## src/rtl/assert_macros.svh

```systemverilog
// ---------------------------------------------------------------------------
// Assertion macros
// Shorthands for clocked assertions used in the RTL of the expression
// evaluator. Each assumes signals named clk and rst_n in scope.
// ---------------------------------------------------------------------------
`ifndef ASSERT_MACROS_SVH
`define ASSERT_MACROS_SVH

// Same-cycle implication, disabled during reset.
`define PEE_ASSERT_IMP(lbl, ante, cons, msg) \
    lbl: assert property (@(posedge clk) disable iff (!rst_n) (ante) |-> (cons)) \
        else $error(msg);

// Next-cycle implication, disabled during reset.
`define PEE_ASSERT_NXT(lbl, ante, cons, msg) \
    lbl: assert property (@(posedge clk) disable iff (!rst_n) (ante) |=> (cons)) \
        else $error(msg);

`endif

```

## src/rtl/pee_pkg.sv

```systemverilog
// ---------------------------------------------------------------------------
// pee_pkg
// Shared types and constants of the postfix expression evaluator.
// ---------------------------------------------------------------------------
package pee_pkg;

    // Default depth of the operand stack.
    localparam int STACK_DEPTH_DEF = 64;

    // Operand word width.
    localparam int WORD_W = 32;

    // Width of an operand taken from a symbol byte (byte minus '0').
    localparam int LIT_W = 9;

    // Depth of the queue between front and back, a power of two.
    localparam int Q_DEPTH = 2;
    localparam int QPTR_W  = $clog2(Q_DEPTH);
    localparam int QCNT_W  = $clog2(Q_DEPTH + 1);

    // Symbol bytes.
    localparam logic [7:0] SYM_ADD  = 8'h2B;
    localparam logic [7:0] SYM_SUB  = 8'h2D;
    localparam logic [7:0] SYM_MUL  = 8'h2A;
    localparam logic [7:0] SYM_DIV  = 8'h2F;
    localparam logic [7:0] SYM_ZERO = 8'h30;

    // Status codes, also used as the sticky error.
    typedef enum logic [1:0] {
        ST_OK    = 2'd0,
        ST_UNDER = 2'd1,
        ST_OVER  = 2'd2,
        ST_DIVZ  = 2'd3
    } status_t;

    // Operation class of one item.
    typedef enum logic [2:0] {
        OP_PUSH = 3'd0,
        OP_ADD  = 3'd1,
        OP_SUB  = 3'd2,
        OP_MUL  = 3'd3,
        OP_DIV  = 3'd4
    } op_t;

    // Classified item as it travels from front to back.
    typedef struct packed {
        op_t                     op;
        logic signed [LIT_W-1:0] literal;
        logic                    last;
    } item_t;

endpackage

```

## src/rtl/postfix_expression_evaluator_unit.sv

```systemverilog
// ---------------------------------------------------------------------------
// postfix_expression_evaluator_unit
// Postfix expression evaluator with a bounded 32-bit operand stack.
// ---------------------------------------------------------------------------
// Bytes of a postfix expression enter one item at a time; '+', '-', '*' and
// '/' pop two operands (right operand on top) and push the result, wrapping
// modulo 2^32, with division truncating toward zero; any other byte pushes
// its value minus '0'. After the item marked last, one result item carries
// the stack top and a status (0 ok, 1 underflow or empty, 2 overflow,
// 3 divide by zero; value is zero unless ok), and the stack is cleared. The
// first error is sticky until the last byte. The front accepts one item per
// cycle into a two-entry queue while it is not full; the back executes a push
// directly in its idle state, '+', '-' and '*' via a registered read of the
// stack memory, and '/' via the bit-serial divider (one quotient bit per
// cycle). The last item also passes a state that loads the output register.
// ---------------------------------------------------------------------------
`include "assert_macros.svh"

module postfix_expression_evaluator_unit
#(
    parameter int STACK_DEPTH = pee_pkg::STACK_DEPTH_DEF
)
(
    input  logic                               clk,
    input  logic                               rst_n,
    input  logic [7:0]                         symbol,
    input  logic                               last,
    input  logic                               in_valid,
    output logic                               in_stall,
    output logic signed [pee_pkg::WORD_W-1:0]  value,
    output logic [1:0]                         status,
    output logic                               out_valid,
    input  logic                               out_stall
);

    logic           q_valid;
    logic           q_pop;
    pee_pkg::item_t q_item;
    logic           err_result;

    // Front: accept and classify.
    pee_front u_front
    (
        .clk      (clk),
        .rst_n    (rst_n),
        .symbol   (symbol),
        .last     (last),
        .in_valid (in_valid),
        .in_stall (in_stall),
        .q_valid  (q_valid),
        .q_item   (q_item),
        .q_pop    (q_pop)
    );

    // Back: execute on the stack and report.
    pee_back
    #(
        .STACK_DEPTH (STACK_DEPTH)
    )
    u_back
    (
        .clk       (clk),
        .rst_n     (rst_n),
        .q_valid   (q_valid),
        .q_item    (q_item),
        .q_pop     (q_pop),
        .out_valid (out_valid),
        .out_stall (out_stall),
        .value     (value),
        .status    (status)
    );

    // A result item that carries an error status.
    assign err_result = out_valid && (status != pee_pkg::ST_OK);

    // Checks on the internal queue and the result.
    `PEE_ASSERT_IMP(a_pop_has_data, q_pop, q_valid, "queue popped while empty")
    `PEE_ASSERT_NXT(a_pop_frees_slot, q_pop, !in_stall, "queue full right after a pop")
    `PEE_ASSERT_IMP(a_err_value_zero, err_result, value == 0, "nonzero value with error status")

endmodule

```

## src/rtl/pee_front.sv

```systemverilog
// ---------------------------------------------------------------------------
// pee_front
// Accepts symbol bytes, classifies them into operations and literals, and
// holds them in a short queue for the back end.
// ---------------------------------------------------------------------------
module pee_front
(
    input  logic                 clk,
    input  logic                 rst_n,
    input  logic [7:0]           symbol,
    input  logic                 last,
    input  logic                 in_valid,
    output logic                 in_stall,
    output logic                 q_valid,
    output pee_pkg::item_t       q_item,
    input  logic                 q_pop
);

    pee_pkg::item_t                   q_mem_reg [pee_pkg::Q_DEPTH];
    logic [pee_pkg::QPTR_W-1:0]       wr_ptr_reg, wr_ptr_next;
    logic [pee_pkg::QPTR_W-1:0]       rd_ptr_reg, rd_ptr_next;
    logic [pee_pkg::QCNT_W-1:0]       cnt_reg, cnt_next;
    pee_pkg::item_t                   item_in;
    logic                             push;

    // Classify the incoming byte.
    always_comb
    begin
        item_in.last    = last;
        item_in.literal = $signed({1'b0, symbol} - {1'b0, pee_pkg::SYM_ZERO});
        case (symbol)
            pee_pkg::SYM_ADD: item_in.op = pee_pkg::OP_ADD;
            pee_pkg::SYM_SUB: item_in.op = pee_pkg::OP_SUB;
            pee_pkg::SYM_MUL: item_in.op = pee_pkg::OP_MUL;
            pee_pkg::SYM_DIV: item_in.op = pee_pkg::OP_DIV;
            default:          item_in.op = pee_pkg::OP_PUSH;
        endcase
    end

    // Queue control.
    assign in_stall = (cnt_reg == pee_pkg::QCNT_W'(pee_pkg::Q_DEPTH));
    assign push     = in_valid && !in_stall;
    assign q_valid  = (cnt_reg != '0);
    assign q_item   = q_mem_reg[rd_ptr_reg];

    always_comb
    begin
        wr_ptr_next = wr_ptr_reg;
        rd_ptr_next = rd_ptr_reg;
        cnt_next    = cnt_reg;
        if (push)
        begin
            wr_ptr_next = wr_ptr_reg + pee_pkg::QPTR_W'(1);
        end
        if (q_pop)
        begin
            rd_ptr_next = rd_ptr_reg + pee_pkg::QPTR_W'(1);
        end
        if (push && !q_pop)
        begin
            cnt_next = cnt_reg + pee_pkg::QCNT_W'(1);
        end
        else if (!push && q_pop)
        begin
            cnt_next = cnt_reg - pee_pkg::QCNT_W'(1);
        end
    end

    always_ff @(posedge clk or negedge rst_n)
    begin
        if (!rst_n)
        begin
            wr_ptr_reg <= '0;
            rd_ptr_reg <= '0;
            cnt_reg    <= '0;
        end
        else
        begin
            wr_ptr_reg <= wr_ptr_next;
            rd_ptr_reg <= rd_ptr_next;
            cnt_reg    <= cnt_next;
        end
    end

    // Queue storage.
    always_ff @(posedge clk)
    begin
        if (push)
        begin
            q_mem_reg[wr_ptr_reg] <= item_in;
        end
    end

endmodule

```

## src/rtl/pee_div.sv

```systemverilog
// ---------------------------------------------------------------------------
// pee_div
// Iterative signed divider, one quotient bit per cycle, truncating toward
// zero. The divisor must be nonzero.
// ---------------------------------------------------------------------------
module pee_div
(
    input  logic                         clk,
    input  logic                         rst_n,
    input  logic                         start,
    input  logic [pee_pkg::WORD_W-1:0]   dividend,
    input  logic [pee_pkg::WORD_W-1:0]   divisor,
    output logic                         done,
    output logic [pee_pkg::WORD_W-1:0]   quotient
);

    localparam int W     = pee_pkg::WORD_W;
    localparam int CNT_W = $clog2(W);

    logic [W-1:0]     rem_reg, rem_next;
    logic [W-1:0]     quo_reg, quo_next;
    logic [W-1:0]     mb_reg, mb_next;
    logic             neg_reg, neg_next;
    logic [CNT_W-1:0] cnt_reg, cnt_next;
    logic             busy_reg, busy_next;
    logic             done_reg, done_next;
    logic [W:0]       trial;

    // One restoring step on the magnitudes.
    assign trial = {rem_reg, quo_reg[W-1]} - {1'b0, mb_reg};

    always_comb
    begin
        rem_next  = rem_reg;
        quo_next  = quo_reg;
        mb_next   = mb_reg;
        neg_next  = neg_reg;
        cnt_next  = cnt_reg;
        busy_next = busy_reg;
        done_next = 1'b0;
        if (start)
        begin
            rem_next  = '0;
            quo_next  = dividend[W-1] ? (W'(0) - dividend) : dividend;
            mb_next   = divisor[W-1] ? (W'(0) - divisor) : divisor;
            neg_next  = dividend[W-1] ^ divisor[W-1];
            cnt_next  = CNT_W'(W - 1);
            busy_next = 1'b1;
        end
        else if (busy_reg)
        begin
            if (!trial[W])
            begin
                rem_next = trial[W-1:0];
                quo_next = {quo_reg[W-2:0], 1'b1};
            end
            else
            begin
                rem_next = {rem_reg[W-2:0], quo_reg[W-1]};
                quo_next = {quo_reg[W-2:0], 1'b0};
            end
            cnt_next = cnt_reg - CNT_W'(1);
            if (cnt_reg == '0)
            begin
                busy_next = 1'b0;
                done_next = 1'b1;
            end
        end
    end

    always_ff @(posedge clk or negedge rst_n)
    begin
        if (!rst_n)
        begin
            busy_reg <= 1'b0;
            done_reg <= 1'b0;
            cnt_reg  <= '0;
        end
        else
        begin
            busy_reg <= busy_next;
            done_reg <= done_next;
            cnt_reg  <= cnt_next;
        end
    end

    always_ff @(posedge clk)
    begin
        rem_reg <= rem_next;
        quo_reg <= quo_next;
        mb_reg  <= mb_next;
        neg_reg <= neg_next;
    end

    // Apply the sign of the quotient.
    assign done     = done_reg;
    assign quotient = neg_reg ? (W'(0) - quo_reg) : quo_reg;

endmodule

```

## src/rtl/pee_back.sv

```systemverilog
// ---------------------------------------------------------------------------
// pee_back
// Executes classified items on the operand stack. The top entry lives in a
// register; the entries below it live in a single-port-style memory with a
// registered read. Produces the result of each expression.
// ---------------------------------------------------------------------------
module pee_back
#(
    parameter int STACK_DEPTH = pee_pkg::STACK_DEPTH_DEF
)
(
    input  logic                               clk,
    input  logic                               rst_n,
    input  logic                               q_valid,
    input  pee_pkg::item_t                     q_item,
    output logic                               q_pop,
    output logic                               out_valid,
    input  logic                               out_stall,
    output logic signed [pee_pkg::WORD_W-1:0]  value,
    output logic [1:0]                         status
);

    localparam int W         = pee_pkg::WORD_W;
    localparam int MEM_DEPTH = STACK_DEPTH - 1;
    localparam int ADDR_W    = (MEM_DEPTH > 1) ? $clog2(MEM_DEPTH) : 1;
    localparam int CNT_W     = $clog2(STACK_DEPTH + 1);

    typedef enum logic [3:0] {
        BK_IDLE = 4'b0001,
        BK_READ = 4'b0010,
        BK_DIV  = 4'b0100,
        BK_FIN  = 4'b1000
    } bk_state_t;

    bk_state_t         state_reg, state_next;
    logic [W-1:0]      tos_reg, tos_next;
    logic [CNT_W-1:0]  count_reg, count_next;
    pee_pkg::status_t  err_reg, err_next;
    pee_pkg::op_t      op_reg, op_next;
    logic              last_reg, last_next;
    logic              out_valid_reg, out_valid_next;
    logic [W-1:0]      value_reg, value_next;
    pee_pkg::status_t  status_reg, status_next;

    logic [W-1:0]      stack_mem [MEM_DEPTH];
    logic [W-1:0]      rd_data_reg;
    logic              rd_en, wr_en;
    logic [CNT_W-1:0]  cnt_m1, cnt_m2;
    logic [ADDR_W-1:0] rd_addr, wr_addr;

    logic              div_start, div_done;
    logic [W-1:0]      div_quot;
    logic [W-1:0]      product;

    assign cnt_m1  = count_reg - CNT_W'(1);
    assign cnt_m2  = count_reg - CNT_W'(2);
    assign wr_addr = cnt_m1[ADDR_W-1:0];
    assign rd_addr = cnt_m2[ADDR_W-1:0];

    // Low word of the product; the result lands in the top register.
    assign product = rd_data_reg * tos_reg;

    pee_div u_div
    (
        .clk      (clk),
        .rst_n    (rst_n),
        .start    (div_start),
        .dividend (rd_data_reg),
        .divisor  (tos_reg),
        .done     (div_done),
        .quotient (div_quot)
    );

    // Sequencer for one item at a time.
    always_comb
    begin
        state_next     = state_reg;
        tos_next       = tos_reg;
        count_next     = count_reg;
        err_next       = err_reg;
        op_next        = op_reg;
        last_next      = last_reg;
        out_valid_next = out_valid_reg;
        value_next     = value_reg;
        status_next    = status_reg;
        q_pop          = 1'b0;
        rd_en          = 1'b0;
        wr_en          = 1'b0;
        div_start      = 1'b0;

        // The output register empties when its item is taken.
        if (out_valid_reg && !out_stall)
        begin
            out_valid_next = 1'b0;
        end

        case (state_reg)
            BK_IDLE:
            begin
                if (q_valid)
                begin
                    q_pop     = 1'b1;
                    op_next   = q_item.op;
                    last_next = q_item.last;
                    if (err_reg != pee_pkg::ST_OK)
                    begin
                        // A sticky error skips everything up to the last byte.
                        if (q_item.last)
                        begin
                            state_next = BK_FIN;
                        end
                    end
                    else if (q_item.op == pee_pkg::OP_PUSH)
                    begin
                        if (count_reg == CNT_W'(STACK_DEPTH))
                        begin
                            err_next = pee_pkg::ST_OVER;
                        end
                        else
                        begin
                            wr_en      = (count_reg != '0);
                            tos_next   = W'(q_item.literal);
                            count_next = count_reg + CNT_W'(1);
                        end
                        if (q_item.last)
                        begin
                            state_next = BK_FIN;
                        end
                    end
                    else if (count_reg < CNT_W'(2))
                    begin
                        err_next = pee_pkg::ST_UNDER;
                        if (q_item.last)
                        begin
                            state_next = BK_FIN;
                        end
                    end
                    else
                    begin
                        // Fetch the left operand from below the top.
                        rd_en      = 1'b1;
                        state_next = BK_READ;
                    end
                end
            end
            BK_READ:
            begin
                state_next = last_reg ? BK_FIN : BK_IDLE;
                count_next = cnt_m1;
                case (op_reg)
                    pee_pkg::OP_ADD: tos_next = rd_data_reg + tos_reg;
                    pee_pkg::OP_SUB: tos_next = rd_data_reg - tos_reg;
                    pee_pkg::OP_MUL: tos_next = product;
                    pee_pkg::OP_DIV:
                    begin
                        if (tos_reg == '0)
                        begin
                            err_next   = pee_pkg::ST_DIVZ;
                            count_next = cnt_m2;
                        end
                        else
                        begin
                            div_start  = 1'b1;
                            count_next = count_reg;
                            state_next = BK_DIV;
                        end
                    end
                    default: count_next = count_reg;
                endcase
            end
            BK_DIV:
            begin
                if (div_done)
                begin
                    tos_next   = div_quot;
                    count_next = cnt_m1;
                    state_next = last_reg ? BK_FIN : BK_IDLE;
                end
            end
            BK_FIN:
            begin
                // Report the expression once the output register is free.
                if (!out_valid_reg || !out_stall)
                begin
                    out_valid_next = 1'b1;
                    if (err_reg != pee_pkg::ST_OK)
                    begin
                        status_next = err_reg;
                        value_next  = '0;
                    end
                    else if (count_reg == '0)
                    begin
                        status_next = pee_pkg::ST_UNDER;
                        value_next  = '0;
                    end
                    else
                    begin
                        status_next = pee_pkg::ST_OK;
                        value_next  = tos_reg;
                    end
                    count_next = '0;
                    err_next   = pee_pkg::ST_OK;
                    state_next = BK_IDLE;
                end
            end
            default:
            begin
                state_next = BK_IDLE;
            end
        endcase
    end

    always_ff @(posedge clk or negedge rst_n)
    begin
        if (!rst_n)
        begin
            state_reg     <= BK_IDLE;
            count_reg     <= '0;
            err_reg       <= pee_pkg::ST_OK;
            out_valid_reg <= 1'b0;
        end
        else
        begin
            state_reg     <= state_next;
            count_reg     <= count_next;
            err_reg       <= err_next;
            out_valid_reg <= out_valid_next;
        end
    end

    always_ff @(posedge clk)
    begin
        tos_reg    <= tos_next;
        op_reg     <= op_next;
        last_reg   <= last_next;
        value_reg  <= value_next;
        status_reg <= status_next;
    end

    // Stack memory below the top entry.
    always_ff @(posedge clk)
    begin
        if (wr_en)
        begin
            stack_mem[wr_addr] <= tos_reg;
        end
    end

    always_ff @(posedge clk)
    begin
        if (rd_en)
        begin
            rd_data_reg <= stack_mem[rd_addr];
        end
    end

    assign out_valid = out_valid_reg;
    assign value     = $signed(value_reg);
    assign status    = status_reg;

endmodule

```

## config.mk

```make
export PLATFORM = sky130hd
export DESIGN_NAME = postfix_expression_evaluator_unit
export DESIGN_NICKNAME = d
export VERILOG_FILES = /design/src/rtl/pee_pkg.sv /design/src/rtl/postfix_expression_evaluator_unit.sv /design/src/rtl/pee_front.sv /design/src/rtl/pee_div.sv /design/src/rtl/pee_back.sv
export VERILOG_INCLUDE_DIRS = /design/src /design/src/rtl
export SDC_FILE = /design/constraint.sdc
export NUM_CORES = 2
export LEC_CHECK = 0
export BUFFER_PORTS_ARGS = -buffer_cell sky130_fd_sc_hd__buf_2
export CAP_MARGIN = 20
export CORE_UTILIZATION = 55
export DETAILED_ROUTE_END_ITERATION = 12
export PLACE_DENSITY_LB_ADDON = 0.3
export SKIP_LAST_GASP = 1
export SLEW_MARGIN = 30
export SYNTH_ARGS = -nofsm -noshare
export SYNTH_HDL_FRONTEND = slang
export SYNTH_SLANG_ARGS = --single-unit
```

## constraint.sdc

```tcl
create_clock -name clk -period 11.4 [get_ports clk]
set_clock_uncertainty 0.05 [all_clocks]
set_input_delay 0.57 -clock clk [delete_from_list [all_inputs] [get_ports clk]]
set_output_delay 0.57 -clock clk [all_outputs]
set_load 0.03 [all_outputs]
```

==> reports/metrics.csv <==
stage,metric,value,unit
clocking,post-CTS sizing,0,
global_route,total track usage,0.292,
worst_setup_path,FF-to-FF path depth,24,
worst_setup_path,CP Capture Type,flip-flop,
die,DIE AREA,0.198,mm²
clocking,clock slew at reported path FFs,60,ps
synth,Area contributors post-synth,"edfxtp_1 61%, mux4_2 13%, fa_1 7.6%",
die,top-level I/O count,49,
synth,Post-Syn Instances,6408,
synth,Post-Syn Nets,7032,
sta,"Worst Setup Slack, final",3010,ps
layout,fillers,13834,
sta,sum of negative setup slack,0,ps
synth,Post-Syn Area,0.108,mm²
clocking,clock buffer depth,3,
synth,Synth top area share,0.613,
clocking,"Clk Latency, worst-skew pair",860,ps
clocking,root buffer cell,clkbuf_16,
global_route,vias in the first global route,60744,
worst_setup_path,Setup CP Type,flip-flop to flip-flop,
die,initial core utilization,0.554,
global_route,first-pass GRT wire length,416000,µm
synth,"count leader, synth",edfxtp_1,
die,CORE AREA,0.195,mm²
sta,Fmax,119,MHz
worst_setup_path,WP data required,11930,ps
synth,"top cells by count, synth","2209 x edfxtp_1, 636 x mux4_2, 450 x inv_1",
global_route,largest net degree at the start of global routing,101,
synth,"Top FF cell, synth",edfxtp_1,
sta,Final Hold Viols,0,
layout,"Area growth, synth to finish",10.7,%
layout,post-route cell area,0.120,mm²
min_path,worst min path class,input port to flip-flop,
clocking,setup bufs post-CTS,0,
status,outcome,"finished, final reports clean",
min_path,hold path depth,2,
drt,total number of vias,59917,
synth,#FFs+latches synth,2266,
drt,drt drc,0,
place,I/O Buffers,48,
sta,Rel. slew slack,0.293,
place,DP HPWL,164000,µm
worst_setup_path,Worst EP arrival,8920,ps
global_route,initial antenna violation count,22,
sta,max-slew violations,0,
die,die height,446,µm
layout,layout cells sized above 1,0.194,
clocking,hold buffers post-CTS,11,
die,die width,446,µm
die,cell row count,162,
place,GPL Wtd Cong,0.928,
layout,Largest register FFs,2016,
worst_setup_path,Setup crit start kind,flip-flop,
synth,Post-synth EDFFs,2209,
clocking,CTS tree,built,
sta,Slew @ Worst Pin,1050,ps
sta,endpoints failing setup,0,
sta,min cycle time layout,8390,ps
global_route,gr ovfl total,0,
job,max-cap viol count,0,
layout,Biggest register,u_back.stack_mem,
drt,Detail Route Antenna Nets,0,
synth,Synth async-reset ratio,0.0110,
place,dpl ws,3140,ps
synth,post-synthesis sequential area ratio,0.625,
drt,drt first pass iters,7,
drt,WL final,285000,µm
clocking,H-tree depth,4,
synth,syn_area_per_cell,16.9,µm²
drt,drt initial violations,7881,
synth,largest area contributor in the netlist,edfxtp_1,
clocking,Num CTS Buffers,214,
synth,yosys warns,0,
clocking,CTS sink count,2266,
place,Placed Area,0.112,mm²
layout,Nets,7147,
synth,Synth cell types,78,
sta,Final period util,0.736,
drt,routed vias/inst,6.42,
sta,RSZ-0062 raised after global routing,no,
drt,drt wl/cell,30.5,µm
worst_setup_path,CP max FO,74,
## cell type report
type / count / area [µm²] / share of cell area
Antenna cell: 10 / 25.0 / 0.000209
Clock buffer: 261 / 5600 / 0.0468
Clock inverter: 134 / 1410 / 0.0118
Inverter: 451 / 1690 / 0.0141
Multi-Input combinational cell: 3336 / 38100 / 0.319
Sequential cell: 2266 / 67600 / 0.565
Tap cell: 2624 / 3280 / 0.0274
Timing Repair Buffer: 254 / 1930 / 0.0161
## path summary, 6_finish.rpt
check | startpoint | to | slack [ps]
setup / recovery | u_back.tos_reg[2]$_DFFE_PP_ | u_back.tos_reg[31]$_DFFE_PP_ | 3010
hold reg to reg | u_back.u_div.rem_reg[10]$_SDFFE_PP0P_ | u_back.u_div.rem_reg[10]$_SDFFE_PP0P_ | 450
max in group asynchronous | rst_n | u_back.count_reg[0]$_DFFE_PN0P_ | 10520
setup reg to reg | u_back.tos_reg[2]$_DFFE_PP_ | u_back.tos_reg[31]$_DFFE_PP_ | 3010
min in group asynchronous | rst_n | u_front.wr_ptr_reg$_DFFE_PN0P_ | 260
hold / removal | symbol[6] | u_front.q_mem_reg[1][7]$_DFFE_PP_ | 80
## metrics by stage
stage / hold slack, ps / std cells / utilization
floorplan: 224 / 6408 / -
global placement: 429 / 8909 / 0.576
detailed placement: 440 / 8915 / 0.576
CTS: 29.0 / 9321 / 0.613
global route: 80.9 / 9331 / 0.613
finish: 84.4 / 9336 / 0.613
## worst max-delay path, cell delays in order (launching register included)
cell and delay, ps:
edfxtp_1 320, buf_4 290, buf_4 780, and2_1 270, fa_1 400, inv_1 80
fa_1 420, fa_1 470, fa_1 540, inv_1 50, fa_1 490, fa_1 570
fa_1 430, fa_1 450, ha_1 360, a21o_1 190, a21o_1 180, a221oi_1 360
nand2_1 100, a31oi_1 280, o31ai_1 170, a21o_1 200, a21oi_1 170, xnor2_1 100
a221o_1 370
## per-layer routing
layer	up-vias	global-route usage	share of wire
met5	-	0	0.00020
met4	10	0.109	0.037
met3	539	0.0594	0.10
met2	3430	0.460	0.48
met1	31537	0.405	0.39
li1	24401	-	-
## layout by cell type (no fill, tap or decap), types with 21 or more instances in the layout
cell,n
and2_1,343
bufinv_16,24
nor2b_1,21
buf_4,176
nand2b_1,32
dfxtp_1,32
nand3_1,27
fa_1,410
dfrtp_1,21
a21oi_1,148
a21o_1,38
edfxtp_1,2209
nor2_4,64
o221ai_1,25
nor2_1,168
o21ai_0,125
o31ai_1,30
clkinv_1,47
xor2_1,117
clkinv_2,36
nor3_1,33
inv_1,450
xnor2_1,142
o21a_1,24
buf_2,48
clkbuf_1,42
clkbuf_16,216
a31oi_1,21
a211oi_1,34
mux2i_1,53
ha_1,200
nand2_1,414
mux4_2,636
## cell families after synthesis
| family | synth area share |
|---|---|
| flops | 0.625 |
| simple gates | 0.0553 |
| buf+inv | 0.0281 |
| mux | 0.138 |
| fa+ha+maj | 0.0991 |
| compound gates | 0.0332 |
| xor+xnor | 0.0214 |
Power is left out: the tool's default activity adds up to more than one toggle a clock period on the data nets, which glitch-free logic cannot reach.
